==> config.mk <==
export PLATFORM = sky130hd
export DESIGN_NAME = bfkv_cmdq
export DESIGN_NICKNAME = d
export VERILOG_FILES = /design/src/hw/rtl/brute_force_top_k_vector_search_assert.svh /design/src/hw/rtl/bfkv_pkg.sv /design/src/hw/rtl/bfkv_cmdq.sv
export SDC_FILE = /design/constraint.sdc
export NUM_CORES = 1
export LEC_CHECK = 0
export BUFFER_PORTS_ARGS = -buffer_cell sky130_fd_sc_hd__clkbuf_2
export CAP_MARGIN = 20
export CELL_PAD_IN_SITES_DETAIL_PLACEMENT = 1
export CELL_PAD_IN_SITES_GLOBAL_PLACEMENT = 1
export CORE_ASPECT_RATIO = 1.75
export CORE_UTILIZATION = 42
export CTS_CLUSTER_SIZE = 20
export DETAILED_ROUTE_END_ITERATION = 8
export PLACE_DENSITY_LB_ADDON = 0.2
export RECOVER_POWER = 100
export SKIP_LAST_GASP = 1
export SLEW_MARGIN = 0
export SYNTH_ARGS = -nofsm -noshare
export SYNTH_HDL_FRONTEND = slang
export SYNTH_SLANG_ARGS = --single-unit
==> constraint.sdc <==
create_clock -name clock -period 1.8 [get_ports clock]
set_input_delay 0.36 -clock clock [delete_from_list [all_inputs] [get_ports clock]]
set_output_delay 0.36 -clock clock [all_outputs]
set_load 0.01 [all_outputs]
==> src/hw/rtl/brute_force_top_k_vector_search_assert.svh <==
// ----------------------------------------------------------------------------
// Assertion macros for the top-k vector search block
// Concurrent checks clocked on clock and held off during reset.
// ----------------------------------------------------------------------------
`ifndef BRUTE_FORCE_TOP_K_VECTOR_SEARCH_ASSERT_SVH
`define BRUTE_FORCE_TOP_K_VECTOR_SEARCH_ASSERT_SVH

// same-cycle implication
`define BFKV_ASSERT_SAME(lbl, a, c) \
   lbl: assert property (@(posedge clock) disable iff (reset) (a) |-> (c)) \
      else $error("bfkv check failed");

// next-cycle implication
`define BFKV_ASSERT_NEXT(lbl, a, c) \
   lbl: assert property (@(posedge clock) disable iff (reset) (a) |=> (c)) \
      else $error("bfkv check failed");

`endif

==> src/hw/rtl/bfkv_pkg.sv <==
// ----------------------------------------------------------------------------
// bfkv_pkg
// Sizes, codes and shared types of the top-k vector search block.
// ----------------------------------------------------------------------------
`default_nettype none

package bfkv_pkg;

   localparam int STORE_CAPACITY = 1024;
   localparam int MAX_LENGTH     = 128;
   localparam int MAX_NEIGHBOURS = 16;
   localparam int RESULT_LIMIT   = 16;
   localparam int K_MAX = (MAX_NEIGHBOURS < RESULT_LIMIT) ? MAX_NEIGHBOURS : RESULT_LIMIT;

   localparam int OP_W     = 2;
   localparam int ID_W     = 32;
   localparam int VAL_W    = 16;
   localparam int KIN_W    = 5;
   localparam int DIST_W   = 48;
   localparam int ST_W     = 3;
   localparam int CFG_W    = 8;
   localparam int METRIC_W = 2;

   localparam int POS_W  = (MAX_LENGTH > 1) ? $clog2(MAX_LENGTH) : 1;
   localparam int LEN_W  = $clog2(MAX_LENGTH + 1);
   localparam int SLOT_W = (STORE_CAPACITY > 1) ? $clog2(STORE_CAPACITY) : 1;
   localparam int CNT_W  = $clog2(STORE_CAPACITY + 1);
   localparam int K_W    = $clog2(K_MAX + 1);
   localparam int KI_W   = (K_MAX > 1) ? $clog2(K_MAX) : 1;

   // accumulator and cosine datapath widths
   localparam int DOT_W     = 2 * VAL_W + LEN_W;
   localparam int NRM_W     = 2 * VAL_W - 1 + LEN_W;
   localparam int HALF_W    = (NRM_W + 1) / 2;
   localparam int PROD_W    = 2 * NRM_W;
   localparam int ROOT_W    = NRM_W;
   localparam int FRAC_BITS = 30;
   localparam int QUO_W     = FRAC_BITS + 1;

   localparam int CMDQ_DEPTH = 2;
   localparam int OUTQ_DEPTH = 4;

   localparam logic [OP_W-1:0] OP_ADD   = 2'd0;
   localparam logic [OP_W-1:0] OP_QUERY = 2'd1;
   localparam logic [OP_W-1:0] OP_CLEAR = 2'd2;

   localparam logic [ST_W-1:0] ST_NEIGHBOUR = 3'd0;
   localparam logic [ST_W-1:0] ST_STORED    = 3'd1;
   localparam logic [ST_W-1:0] ST_NONE      = 3'd2;
   localparam logic [ST_W-1:0] ST_MISMATCH  = 3'd3;
   localparam logic [ST_W-1:0] ST_FULL      = 3'd4;
   localparam logic [ST_W-1:0] ST_CLEARED   = 3'd5;

   localparam logic CSR_LENGTH = 1'b0;
   localparam logic CSR_METRIC = 1'b1;

   localparam logic [METRIC_W-1:0] METRIC_COSINE = 2'd1;
   localparam logic [METRIC_W-1:0] METRIC_DOT    = 2'd2;

   typedef struct packed {
      logic             search;
      logic [ST_W-1:0]  status;
      logic [K_W-1:0]   k;
      logic [CNT_W-1:0] count;
   } cmd_type;

   typedef struct packed {
      logic                    vec_we;
      logic [SLOT_W+POS_W-1:0] vec_addr;
      logic [VAL_W-1:0]        vec_data;
      logic                    qry_we;
      logic [POS_W-1:0]        qry_addr;
      logic                    id_we;
      logic [SLOT_W-1:0]       id_addr;
      logic [ID_W-1:0]         id_data;
   } wr_type;

   typedef struct packed {
      logic [ID_W-1:0]   id;
      logic [DIST_W-1:0] distance;
      logic [ST_W-1:0]   status;
      logic              last;
   } rsp_type;

endpackage

`default_nettype wire

==> src/hw/rtl/bfkv_cmdq.sv <==
// ----------------------------------------------------------------------------
// bfkv_cmdq
// Short command queue between request intake and the search engine.
// ----------------------------------------------------------------------------
`default_nettype none

module bfkv_cmdq
   import bfkv_pkg::*;
(
   input  wire logic    clock,
   input  wire logic    reset,
   input  wire logic    push,
   input  wire cmd_type din,
   input  wire logic    pop,
   output logic         valid,
   output logic         full,
   output cmd_type      dout
);

   localparam int PW = (CMDQ_DEPTH > 1) ? $clog2(CMDQ_DEPTH) : 1;
   localparam int CW = $clog2(CMDQ_DEPTH + 1);

   cmd_type         q_mem [CMDQ_DEPTH];
   logic [PW-1:0]   wp_ff, rp_ff;
   logic [CW-1:0]   cnt_ff;
   logic            do_push, do_pop;

   assign valid   = cnt_ff != '0;
   assign full    = 32'(cnt_ff) == 32'(CMDQ_DEPTH);
   assign dout    = q_mem[rp_ff];
   assign do_push = push & ~full;
   assign do_pop  = pop & valid;

   always_ff @(posedge clock) begin
      if (do_push) begin
         q_mem[wp_ff] <= din;
      end
   end

   always_ff @(posedge clock) begin
      if (reset) begin
         wp_ff  <= '0;
         rp_ff  <= '0;
         cnt_ff <= '0;
      end else begin
         if (do_push) begin
            wp_ff <= (32'(wp_ff) == CMDQ_DEPTH - 1) ? '0 : wp_ff + PW'(1);
         end
         if (do_pop) begin
            rp_ff <= (32'(rp_ff) == CMDQ_DEPTH - 1) ? '0 : rp_ff + PW'(1);
         end
         cnt_ff <= cnt_ff + CW'(do_push) - CW'(do_pop);
      end
   end

endmodule

`default_nettype wire

==> results.py <==
metrics = {
    "clocking": {
        "ctsHoldBuffers": 0,
        "cts_sinks": 45,
        "clk_pin_slew_ns": 0.09,
        "cts_resized": 0,
        "htreeDepth": 2,
        "clock_path_buffers": 2,
        "cts_buffers": 5,
        "clkLatencyLatePin_ns": 0.30,
        "cts_tree": "built",
        "cts_setup_buffers": 0,
        "cts_root_buffer": "clkbuf_8",
    },
    "global_route": {
        "antenna_found_initial": 0,
        "grt_usage_pct": 15.1,
        "grt_pass1_wl_mm": 4.64,
        "grt_max_degree": 21,
        "grt-ovfl-total": 0,
        "grt_pass1_vias": 998,
    },
    "critical_path": {
        "r2r_cells": 5,
        "end_kind": "primary output",
        "start_kind": "register",
        "critPathKind": "register to primary output",
        "reg2reg_from": "cnt_ff[0]$_SDFF_PP0_",
        "r2r_slack_ns": 0.19,
        "arrival_ns": 1.35,
        "cp.required_ns": 1.44,
        "r2r_end": "q_mem[0][1]$_DFFE_PP_",
        "path_max_fanout": 13,
    },
    "yosys": {
        "syn_nets": 115,
        "ys_ff_latch": 45,
        "yosys_warnings": 0,
        "yosysSeqAreaShare_pct": 77.8,
        "syn-instance-count": 89,
        "syn_area_per_cell_sq_um": 18.8,
        "synth_area_sq_um": 1670,
        "synth_cell_type_count": 21,
    },
    "sta": {
        "slew_violations": 0,
        "setup_viol": 0,
        "period_share_pct": 94.9,
        "slew_headroom_pct": 66.4,
        "clock.fmax_ghz": 0.586,
        "fin_crit_ns": 1.71,
        "setup_tns_ns": 0,
        "rsz0062_at_grt": "false",
        "finClkSkew_ns": 0.0110,
        "worst_slew_pin_slew_ns": 0.505,
        "hold_violations": 0,
    },
    "hold_path": {
        "hold_depth": 1,
        "hp-class": "primary input to register",
        "hp-start": "din[17]",
        "min_to": "q_mem[0][17]$_DFFE_PP_",
    },
    "route": {
        "wl_per_cell_microns": 15.1,
        "finalWirelength_mm": 2.89,
        "via_count": 925,
        "via_per_inst": 4.82,
        "drtAntennaViolNets": 0,
        "detail_route.first_pass.iterations": 4,
        "drcViolationCount": 0,
        "dr.first_iter.drc_count": 9,
    },
    "outcome": {
        "status": "finished clean",
    },
    "floorplanning": {
        "start_util_pct": 43.7,
        "io_pins": 46,
        "fp.dieH_microns": 85.5,
        "fp.dieArea_sq_um": 4250,
        "coreArea_sq_um": 3830,
        "die_w_microns": 49.7,
        "num_rows": 30,
    },
    "finish": {
        "drive_gt1_share_pct": 36.1,
        "fill_cells": 397,
        "nNetsFinal": 169,
        "antenna-diode-count": 0,
        "area_delta_synth_final_pct": 22.6,
    },
    "placed_design": {
        "place.gp.congestion": 0.615,
        "portBuffers": 45,
        "place_hpwl_mm": 2.05,
    },
    "power": {
        "power_w": 0.00295,
        "p_sw_share_pct": 28.2,
        "intPower_w": 0.00212,
        "cellPowerDensity_nw_per_um2": 1440,
        "worst_ir_drop_vdd_v": 0.000877,
        "power.switching_w": 0.000833,
        "clock_power_share_pct": 25.6,
        "share_comb_of_total_power_pct": 27.1,
        "leakage_nw": 0.750,
        "p_seq_share_pct": 47.4,
    },
    "run": {
        "max_cap_violations": 0,
    },
}
[placed cells by master (no fill, tap or decap)]
master,Yosys,layout
bufinv_16,0,1
or2_2,1,1
or3_1,1,1
nor2b_1,1,1
clkinv_4,0,1
and3_2,1,1
dfxtp_1,5,5
nand2_1,1,1
ha_1,2,2
clkinvlp_4,0,1
nor2_1,3,3
mux2_2,20,20
clkbuf_8,0,5
and2_0,0,1
nand2b_2,1,1
buf_4,0,1
o21ai_0,1,1
inv_1,3,4
clkbuf_1,0,28
clkbuf_2,0,20
xor2_1,1,1
xnor2_1,1,1
a21oi_1,1,1
nor3_1,1,1
o21a_1,1,1
edfxtp_1,40,40
[sequential cells by signal, indices dropped and copies added (netlist names), named ones only]
| name | cells |
|---|---|
| q_mem | 40 |
| cnt_ff | 2 |
| rp_ff | 1 |
| wp_ff | 1 |
[how the worst max path moves through the flow]
stage | from | to | slack, ns | cells after the start
CTS | register | dout[7] | 0.06 | 3
global placement | pop | cnt_ff[1]$_SDFF_PP0_ | 0.30 | 8
floorplan | cnt_ff[0]$_SDFF_PP0_ | q_mem[0][0]$_DFFE_PP_ | 0.16 | 4
global route | register | dout[19] | 0.02 | 3
detailed placement | cnt_ff[0]$_SDFF_PP0_ | cnt_ff[1]$_SDFF_PP0_ | 0.22 | 8
finish | register | dout[7] | 0.09 | 3
[worst max-delay path, stage by stage (launching register included)]
cell      delay, ns
dfxtp_1        0.34
buf_4          0.21
mux2_2         0.36
clkbuf_2       0.13
[layer usage]
metal  GRT usage (%)  vias up  wire length (microns)
met1            15.8      453                   1020
met5               0        -                      0
li1                -      440                      -
met4            7.01        0                     53
met3            5.73        3                    177
met2            26.2       29                   1640
[cell usage after synthesis]
cell | n | area share (%)
edfxtp_1 | 40 | 72
mux2_2 | 20 | 13
dfxtp_1 | 5 | 6.0
inv_1 | 3 | 0.67
nor2_1 | 3 | 0.67
buf_2 | 2 | 0.60
ha_1 | 2 | 1.5
a21oi_1 | 1 | 0.30
and2_1 | 1 | 0.37
and3_2 | 1 | 0.45
inv_2 | 1 | 0.22
nand2_1 | 1 | 0.22
nand2b_2 | 1 | 0.52
nor2b_1 | 1 | 0.37
nor3_1 | 1 | 0.30
o21a_1 | 1 | 0.45
o21ai_0 | 1 | 0.30
or2_2 | 1 | 0.37
or3_1 | 1 | 0.37
xnor2_1 | 1 | 0.52
xor2_1 | 1 | 0.52
[logic make-up after synthesis]
kind of cell             after synthesis  share of synthesized area (%)
buffers and inverters                  6                           1.50
adder cells (fa/ha/maj)                2                           1.50
multiplexers                          20                           13.5
flip-flops                            45                           77.8
XOR/XNOR                               2                           1.05
AO/OA/AOI/OAI                          3                           1.05
AND/OR/NAND/NOR                       11                           3.67
[area by class of cell]
| cell class | instances | area, sq um | area share, % |
|---|---|---|---|
| clock inverter | 3 | 46.3 | 2.26 |
| clock buffer | 5 | 68.8 | 3.36 |
| sequential | 45 | 1300 | 63.5 |
| inverter | 4 | 15.0 | 0.732 |
| timing repair buffer | 49 | 213 | 10.4 |
| multi-input combinational | 38 | 347 | 16.9 |
| tap | 48 | 60.1 | 2.93 |
[metrics by stage]
stage	utilization, %	hold slack, ns	area, sq um	instances	worst slack (ns)
after floorplan	-	0.429	1670	89	0.164
after global placement	51.7	0.475	1980	184	0.302
after detailed placement	51.7	0.487	1980	184	0.219
after CTS	54.7	0.230	2090	192	0.0552
after global routing	53.6	0.240	2050	192	0.0227
final	53.6	0.248	2050	192	0.0921
[power groups by stage]
stage               logic, W  clock network [W]  registers [W]
finish              0.000799           0.000756        0.00140
CTS                 0.000872           0.000784        0.00140
global placement    0.000839                  0        0.00141
floorplan           0.000548                  0        0.00140
detailed placement  0.000865                  0        0.00142
global route        0.000880           0.000809        0.00142
No activity file was read; power rests on OpenSTA's default activity.
