**config.mk**
```make
export PLATFORM = sky130hd
export DESIGN_NAME = bfkv_front
export DESIGN_NICKNAME = d
export VERILOG_FILES = /design/src/hw/rtl/brute_force_top_k_vector_search_assert.svh /design/src/hw/rtl/bfkv_pkg.sv /design/src/hw/rtl/bfkv_front.sv
export SDC_FILE = /design/constraint.sdc
export NUM_CORES = 1
export LEC_CHECK = 0
export ABC_AREA = 0
export BUFFER_PORTS_ARGS = -buffer_cell sky130_fd_sc_hd__buf_2
export CORE_MARGIN = 5
export CORE_UTILIZATION = 30
export DETAILED_ROUTE_END_ITERATION = 8
export PLACE_DENSITY = 0.64
export SLEW_MARGIN = 0
export SYNTH_ARGS = -nofsm -noshare
export SYNTH_HDL_FRONTEND = slang
export SYNTH_SLANG_ARGS = --single-unit
export TNS_END_PERCENT = 100
```
**constraint.sdc**
```tcl
create_clock -name clock -period 3.4 [get_ports clock]
set_input_delay 0.51 -clock clock [delete_from_list [all_inputs] [get_ports clock]]
set_output_delay 0.51 -clock clock [all_outputs]
set_load 0.01 [all_outputs]
```
**src/hw/rtl/brute_force_top_k_vector_search_assert.svh**
```systemverilog
// ----------------------------------------------------------------------------
// Assertion macros for the top-k vector search block
// Concurrent checks clocked on clock and held off during reset.
// ----------------------------------------------------------------------------
`ifndef BRUTE_FORCE_TOP_K_VECTOR_SEARCH_ASSERT_SVH
`define BRUTE_FORCE_TOP_K_VECTOR_SEARCH_ASSERT_SVH

// same-cycle implication
`define BFKV_ASSERT_SAME(lbl, a, c) \
   lbl: assert property (@(posedge clock) disable iff (reset) (a) |-> (c)) \
      else $error("bfkv check failed");

// next-cycle implication
`define BFKV_ASSERT_NEXT(lbl, a, c) \
   lbl: assert property (@(posedge clock) disable iff (reset) (a) |=> (c)) \
      else $error("bfkv check failed");

`endif

```
**src/hw/rtl/bfkv_pkg.sv**
```systemverilog
// ----------------------------------------------------------------------------
// bfkv_pkg
// Sizes, codes and shared types of the top-k vector search block.
// ----------------------------------------------------------------------------
`default_nettype none

package bfkv_pkg;

   localparam int STORE_CAPACITY = 1024;
   localparam int MAX_LENGTH     = 128;
   localparam int MAX_NEIGHBOURS = 16;
   localparam int RESULT_LIMIT   = 16;
   localparam int K_MAX = (MAX_NEIGHBOURS < RESULT_LIMIT) ? MAX_NEIGHBOURS : RESULT_LIMIT;

   localparam int OP_W     = 2;
   localparam int ID_W     = 32;
   localparam int VAL_W    = 16;
   localparam int KIN_W    = 5;
   localparam int DIST_W   = 48;
   localparam int ST_W     = 3;
   localparam int CFG_W    = 8;
   localparam int METRIC_W = 2;

   localparam int POS_W  = (MAX_LENGTH > 1) ? $clog2(MAX_LENGTH) : 1;
   localparam int LEN_W  = $clog2(MAX_LENGTH + 1);
   localparam int SLOT_W = (STORE_CAPACITY > 1) ? $clog2(STORE_CAPACITY) : 1;
   localparam int CNT_W  = $clog2(STORE_CAPACITY + 1);
   localparam int K_W    = $clog2(K_MAX + 1);
   localparam int KI_W   = (K_MAX > 1) ? $clog2(K_MAX) : 1;

   // accumulator and cosine datapath widths
   localparam int DOT_W     = 2 * VAL_W + LEN_W;
   localparam int NRM_W     = 2 * VAL_W - 1 + LEN_W;
   localparam int HALF_W    = (NRM_W + 1) / 2;
   localparam int PROD_W    = 2 * NRM_W;
   localparam int ROOT_W    = NRM_W;
   localparam int FRAC_BITS = 30;
   localparam int QUO_W     = FRAC_BITS + 1;

   localparam int CMDQ_DEPTH = 2;
   localparam int OUTQ_DEPTH = 4;

   localparam logic [OP_W-1:0] OP_ADD   = 2'd0;
   localparam logic [OP_W-1:0] OP_QUERY = 2'd1;
   localparam logic [OP_W-1:0] OP_CLEAR = 2'd2;

   localparam logic [ST_W-1:0] ST_NEIGHBOUR = 3'd0;
   localparam logic [ST_W-1:0] ST_STORED    = 3'd1;
   localparam logic [ST_W-1:0] ST_NONE      = 3'd2;
   localparam logic [ST_W-1:0] ST_MISMATCH  = 3'd3;
   localparam logic [ST_W-1:0] ST_FULL      = 3'd4;
   localparam logic [ST_W-1:0] ST_CLEARED   = 3'd5;

   localparam logic CSR_LENGTH = 1'b0;
   localparam logic CSR_METRIC = 1'b1;

   localparam logic [METRIC_W-1:0] METRIC_COSINE = 2'd1;
   localparam logic [METRIC_W-1:0] METRIC_DOT    = 2'd2;

   typedef struct packed {
      logic             search;
      logic [ST_W-1:0]  status;
      logic [K_W-1:0]   k;
      logic [CNT_W-1:0] count;
   } cmd_type;

   typedef struct packed {
      logic                    vec_we;
      logic [SLOT_W+POS_W-1:0] vec_addr;
      logic [VAL_W-1:0]        vec_data;
      logic                    qry_we;
      logic [POS_W-1:0]        qry_addr;
      logic                    id_we;
      logic [SLOT_W-1:0]       id_addr;
      logic [ID_W-1:0]         id_data;
   } wr_type;

   typedef struct packed {
      logic [ID_W-1:0]   id;
      logic [DIST_W-1:0] distance;
      logic [ST_W-1:0]   status;
      logic              last;
   } rsp_type;

endpackage

`default_nettype wire

```
**src/hw/rtl/bfkv_front.sv**
```systemverilog
// ----------------------------------------------------------------------------
// bfkv_front
// Request intake: component counting, store writes and command issue.
// ----------------------------------------------------------------------------
`default_nettype none

module bfkv_front
   import bfkv_pkg::*;
(
   input  wire logic                    clock,
   input  wire logic                    reset,
   input  wire logic                    push,
   output logic                         full,
   input  wire logic [OP_W-1:0]         req_opcode,
   input  wire logic [ID_W-1:0]         req_vector_id,
   input  wire logic signed [VAL_W-1:0] req_element_value,
   input  wire logic                    req_element_last,
   input  wire logic [KIN_W-1:0]        req_neighbours_wanted,
   input  wire logic [CFG_W-1:0]        cfg_length,
   input  wire logic                    cmdq_full,
   input  wire logic                    srch_done,
   output logic                         cmd_push,
   output cmd_type                      cmd,
   output wr_type                       wr
);

   logic [LEN_W-1:0] cnt_ff, cnt_in;
   logic [CNT_W-1:0] stored_ff, stored_in;
   logic             srch_ff, srch_in;

   logic             accept;
   logic             in_range;
   logic             store_full;
   logic             len_ok;
   logic [K_W-1:0]   k_sat;

   assign full       = cmdq_full | srch_ff;
   assign accept     = push & ~full;
   assign in_range   = 32'(cnt_ff) < 32'(MAX_LENGTH);
   assign store_full = 32'(stored_ff) >= 32'(STORE_CAPACITY);
   assign len_ok     = (cfg_length != '0) && (32'(cfg_length) <= 32'(MAX_LENGTH)) &&
                       ((32'(cnt_ff) + 32'd1) == 32'(cfg_length));
   assign k_sat      = (32'(req_neighbours_wanted) > 32'(K_MAX)) ? K_W'(K_MAX)
                                                                 : K_W'(req_neighbours_wanted);

   always_comb begin
      cnt_in      = cnt_ff;
      stored_in   = stored_ff;
      srch_in     = srch_ff & ~srch_done;
      cmd_push    = 1'b0;
      cmd.search  = 1'b0;
      cmd.status  = ST_NONE;
      cmd.k       = k_sat;
      cmd.count   = stored_ff;
      wr.vec_we   = accept && (req_opcode == OP_ADD) && in_range && !store_full;
      wr.vec_addr = {stored_ff[SLOT_W-1:0], cnt_ff[POS_W-1:0]};
      wr.vec_data = req_element_value;
      wr.qry_we   = accept && (req_opcode == OP_QUERY) && in_range;
      wr.qry_addr = cnt_ff[POS_W-1:0];
      wr.id_we    = 1'b0;
      wr.id_addr  = stored_ff[SLOT_W-1:0];
      wr.id_data  = req_vector_id;
      if (accept) begin
         unique case (req_opcode)
            OP_CLEAR: begin
               stored_in  = '0;
               cnt_in     = '0;
               cmd_push   = 1'b1;
               cmd.status = ST_CLEARED;
            end
            OP_ADD, OP_QUERY: begin
               if (!req_element_last) begin
                  cnt_in = in_range ? cnt_ff + LEN_W'(1) : cnt_ff;
               end else begin
                  cnt_in   = '0;
                  cmd_push = 1'b1;
                  if (!len_ok) begin
                     cmd.status = ST_MISMATCH;
                  end else if (req_opcode == OP_ADD) begin
                     if (store_full) begin
                        cmd.status = ST_FULL;
                     end else begin
                        stored_in  = stored_ff + CNT_W'(1);
                        wr.id_we   = 1'b1;
                        cmd.status = ST_STORED;
                     end
                  end else if (k_sat == '0 || stored_ff == '0) begin
                     cmd.status = ST_NONE;
                  end else begin
                     cmd.search = 1'b1;
                     cmd.status = ST_NEIGHBOUR;
                     srch_in    = 1'b1;
                  end
               end
            end
            default: begin
            end
         endcase
      end
   end

   always_ff @(posedge clock) begin
      if (reset) begin
         cnt_ff    <= '0;
         stored_ff <= '0;
         srch_ff   <= 1'b0;
      end else begin
         cnt_ff    <= cnt_in;
         stored_ff <= stored_in;
         srch_ff   <= srch_in;
      end
   end

endmodule

`default_nettype wire

```
==> PnR_summary.wiki <==
{| class="wikitable"
! Metric !! Value
|-
| Outcome || finished, final reports clean
|-
| Total global routing track utilization || 0.117
|-
| Dpl cells || 336
|-
| Root buffer cell || clkbuf_8
|-
| Yosys warnings || 0
|-
| Post-route setup slack || 217 ps
|-
| Die area || 0.00850 sq mm
|-
| Data arrival at the endpoint of the critical path || 2670 ps
|-
| Number of design rule violations left after detail routing || 0
|-
| Pwr per Cell Area || 282 mW/mm^2
|-
| I/O pin total || 176
|-
| Chip width || 92.2 um
|-
| Antenna diode instance count || 0
|-
| Routed wire per std cell || 15.6 um
|-
| Total vias in the final route || 1,742
|-
| Final period util || 0.936
|-
| H-tree depth reported by CTS || 1
|-
| Avg Inst Size Synth || 7.65 sq um
|-
| Critical path fanouts, max || 7
|-
| Largest clock skew in the final design || 6.10 ps
|-
| Number of optimization iterations in the first detailed-route pass || 4
|-
| Actual slew at the worst max-slew pin || 555 ps
|-
| Sequential area share after synthesis || 0.198
|-
| Share of the synthesized area in the top cell type || 0.307
|-
| VDD IR-drop max || 177 uV
|-
| Largest net degree at the start of global routing || 16
|-
| Most common library cell in the layout ignoring fill and taps || buf_2
|-
| Chip height || 92.2 um
|-
| Setup TNS after final layout || 0 ps
|-
| Setup slack after placement || 422 ps
|-
| Top area cells in the synthesized netlist || buf_4 (31%), dfxtp_1 (20%), a21oi_1 (4.0%), nand2_1 (2.8%), nor2_1 (2.8%)
|-
| Wire length of the first global-routing pass || 8220 um
|-
| Drt first-iter violations || 86
|-
| Type of destination of the critical path || output pin
|-
| Number of nets in the final layout || 333
|-
| Total count of max-transition violations in the final report || 0
|-
| Worst hold path type || flop to flop
|-
| CTS tree || built
|-
| Fraction of layout instances using a drive strength above 1 || 0.350
|-
| Worst slew margin relative to its limit || 0.628
|-
| Clock Tree Buf Depth || 2
|-
| Antenna violations before repair || 0
|-
| Register bit total from synthesis || 20
|-
| Number of vias per cell after detailed routing || 5.12
|-
| Register clock-pin slew on the reported worst setup and hold paths || 80 ps
|-
| Final hold vios || 0
|-
| Fillers || 729
|-
| Setup repair after global routing missed its margin || false
|-
| Kind of critical path || flop to output pin
|-
| Data required time of the worst path || 2890 ps
|-
| Number of CTS-inserted buffers || 3
|-
| Final estimated routing congestion in global placement || 0.820
|-
| Leak Pwr || 0.962 nW
|-
| Most frequent cells in the layout || buf_2 (79), dfxtp_1 (19), a21oi_1 (16)
|-
| Number of placement rows || 30
|-
| Max-cap violations || 0
|-
| Insertion delay to the later sink of the worst-skew pair || 260 ps
|-
| Startpoint kind of the worst setup timing path || flop
|-
| Global route total overflow || 0
|-
| Initial Utilization || 0.303
|-
| Core ar. || 0.00668 sq mm
|-
| Maximum clock rate || 0.314 GHz
|-
| FF-to-FF path depth || 8
|-
| Number of endpoints failing setup at the final stage || 0
|-
| Post-Syn Area || 0.00203 sq mm
|-
| Number of global-route vias before repair || 1,661
|-
| Cells on Worst Hold Path || 1
|-
| Cell accounting for the most synthesized area || buf_4
|-
| Reg area || 402 sq um
|-
| Hold bufs inserted after CTS || 0
|-
| Detailed-route wire length || 5290 um
|-
| Final min period || 3180 ps
|-
| Total of buffers placed on input and output ports || 79
|-
| Cell Count, Final, Fillers Out || 340
|-
| Area grow syn2layout || -3.52%
|-
| Half-perimeter wire length after detailed placement || 4310 um
|-
| Syn Inst Count || 265
|-
| Total area of multi-input combinational cells || 950 sq um
|-
| Number of sinks on the clock net || 20
|-
| Detail Route Antenna Nets || 0
|-
| Post-synthesis cell type count || 42
|-
| Syn Nets || 337
|}
-- logic make-up after synthesis --
logic type | share of synthesized area
buf+inv | 0.337
simple gates | 0.237
compound gates | 0.157
flops | 0.198
xor+xnor | 0.0475
fa+ha+maj | 0.0185
mux | 0.00494
-- synthesized netlist by cell type, drive strengths merged --
master   number
a211oi        1
a21o          3
a21oi        16
a221o         1
a22oi         1
and2          2
and3          3
and4          1
and4b         1
buf          84
clkbuf        5
dfxtp        20
ha            3
inv           8
mux2i         1
nand2        15
nand2b        2
nand3         9
nand4         5
nand4b        2
nor2         15
nor2b         5
nor3          9
nor4          8
o2111a        2
o2111ai       1
o211a         5
o211ai        2
o21a          4
o21ai        10
o21ba         1
or3           6
or4           3
xnor2         6
xor2          5
-- routing by layer --
layer / vias to the layer above / global-route usage / part of all wire
met3: 14 / 0.0410 / 0.10
met2: 91 / 0.204 / 0.47
met5: - / 0 / 0
met4: 0 / 0.0272 / 0.013
li1: 831 / - / -
met1: 806 / 0.135 / 0.41
-- final cells by class --
class,count,share of cell area
Clock buffer,3,0.0211
Inverter,8,0.0154
Tap cell,80,0.0512
Sequential cell,20,0.205
Timing Repair Buffer,80,0.206
Multi-Input combinational cell,148,0.486
Clock inverter,1,0.0154
-- through the flow --
step | cell area (sq um) | power (mW) | hold slack (ps) | util
floorplan | 2030 | 0.338 | 520 | -
global placement | 1880 | 0.312 | 527 | 0.281
detailed placement | 1880 | 0.312 | 538 | 0.281
CTS | 1950 | 0.560 | 545 | 0.292
global route | 1960 | 0.578 | 557 | 0.293
finish | 1960 | 0.551 | 532 | 0.293
-- report_power, final --
group / internal, mW / switching [mW]
clock: 0.157 / 0.0870
sequential: 0.235 / 0.00153
combinational: 0.0277 / 0.0428
total: 0.420 / 0.131
-- worst paths after layout --
| path | from | end | slack, ps |
|---|---|---|---|
| setup reg to reg | cnt_ff[1] | stored_ff[10] | 750 |
| hold / removal | cnt_ff[0] | cnt_ff[0] | 530 |
| hold reg to reg | cnt_ff[0] | cnt_ff[0] | 530 |
| setup / recovery | cnt_ff[1] | cmd[17] | 220 |
-- flip-flops by register name (all words and copies together) (netlist names) --
| register | flops |
|---|---|
| cnt_ff | 8 |
| stored_ff | 11 |
| srch_ff | 1 |
-- critical path, stage by stage (launching register included) --
cell,delay (ps)
dfxtp_1,430
ha_1,310
nand3_1,230
xnor2_1,220
nor4_2,340
o211a_1,230
nand3_1,140
a221o_1,370
buf_2,140
-- timing repair --
action	4_1_cts	5_1_grt
setup endpoints to repair	0	2
buffers inserted	0	0
gates resized for setup	0	2
Power figures use the tool's default switching activity.
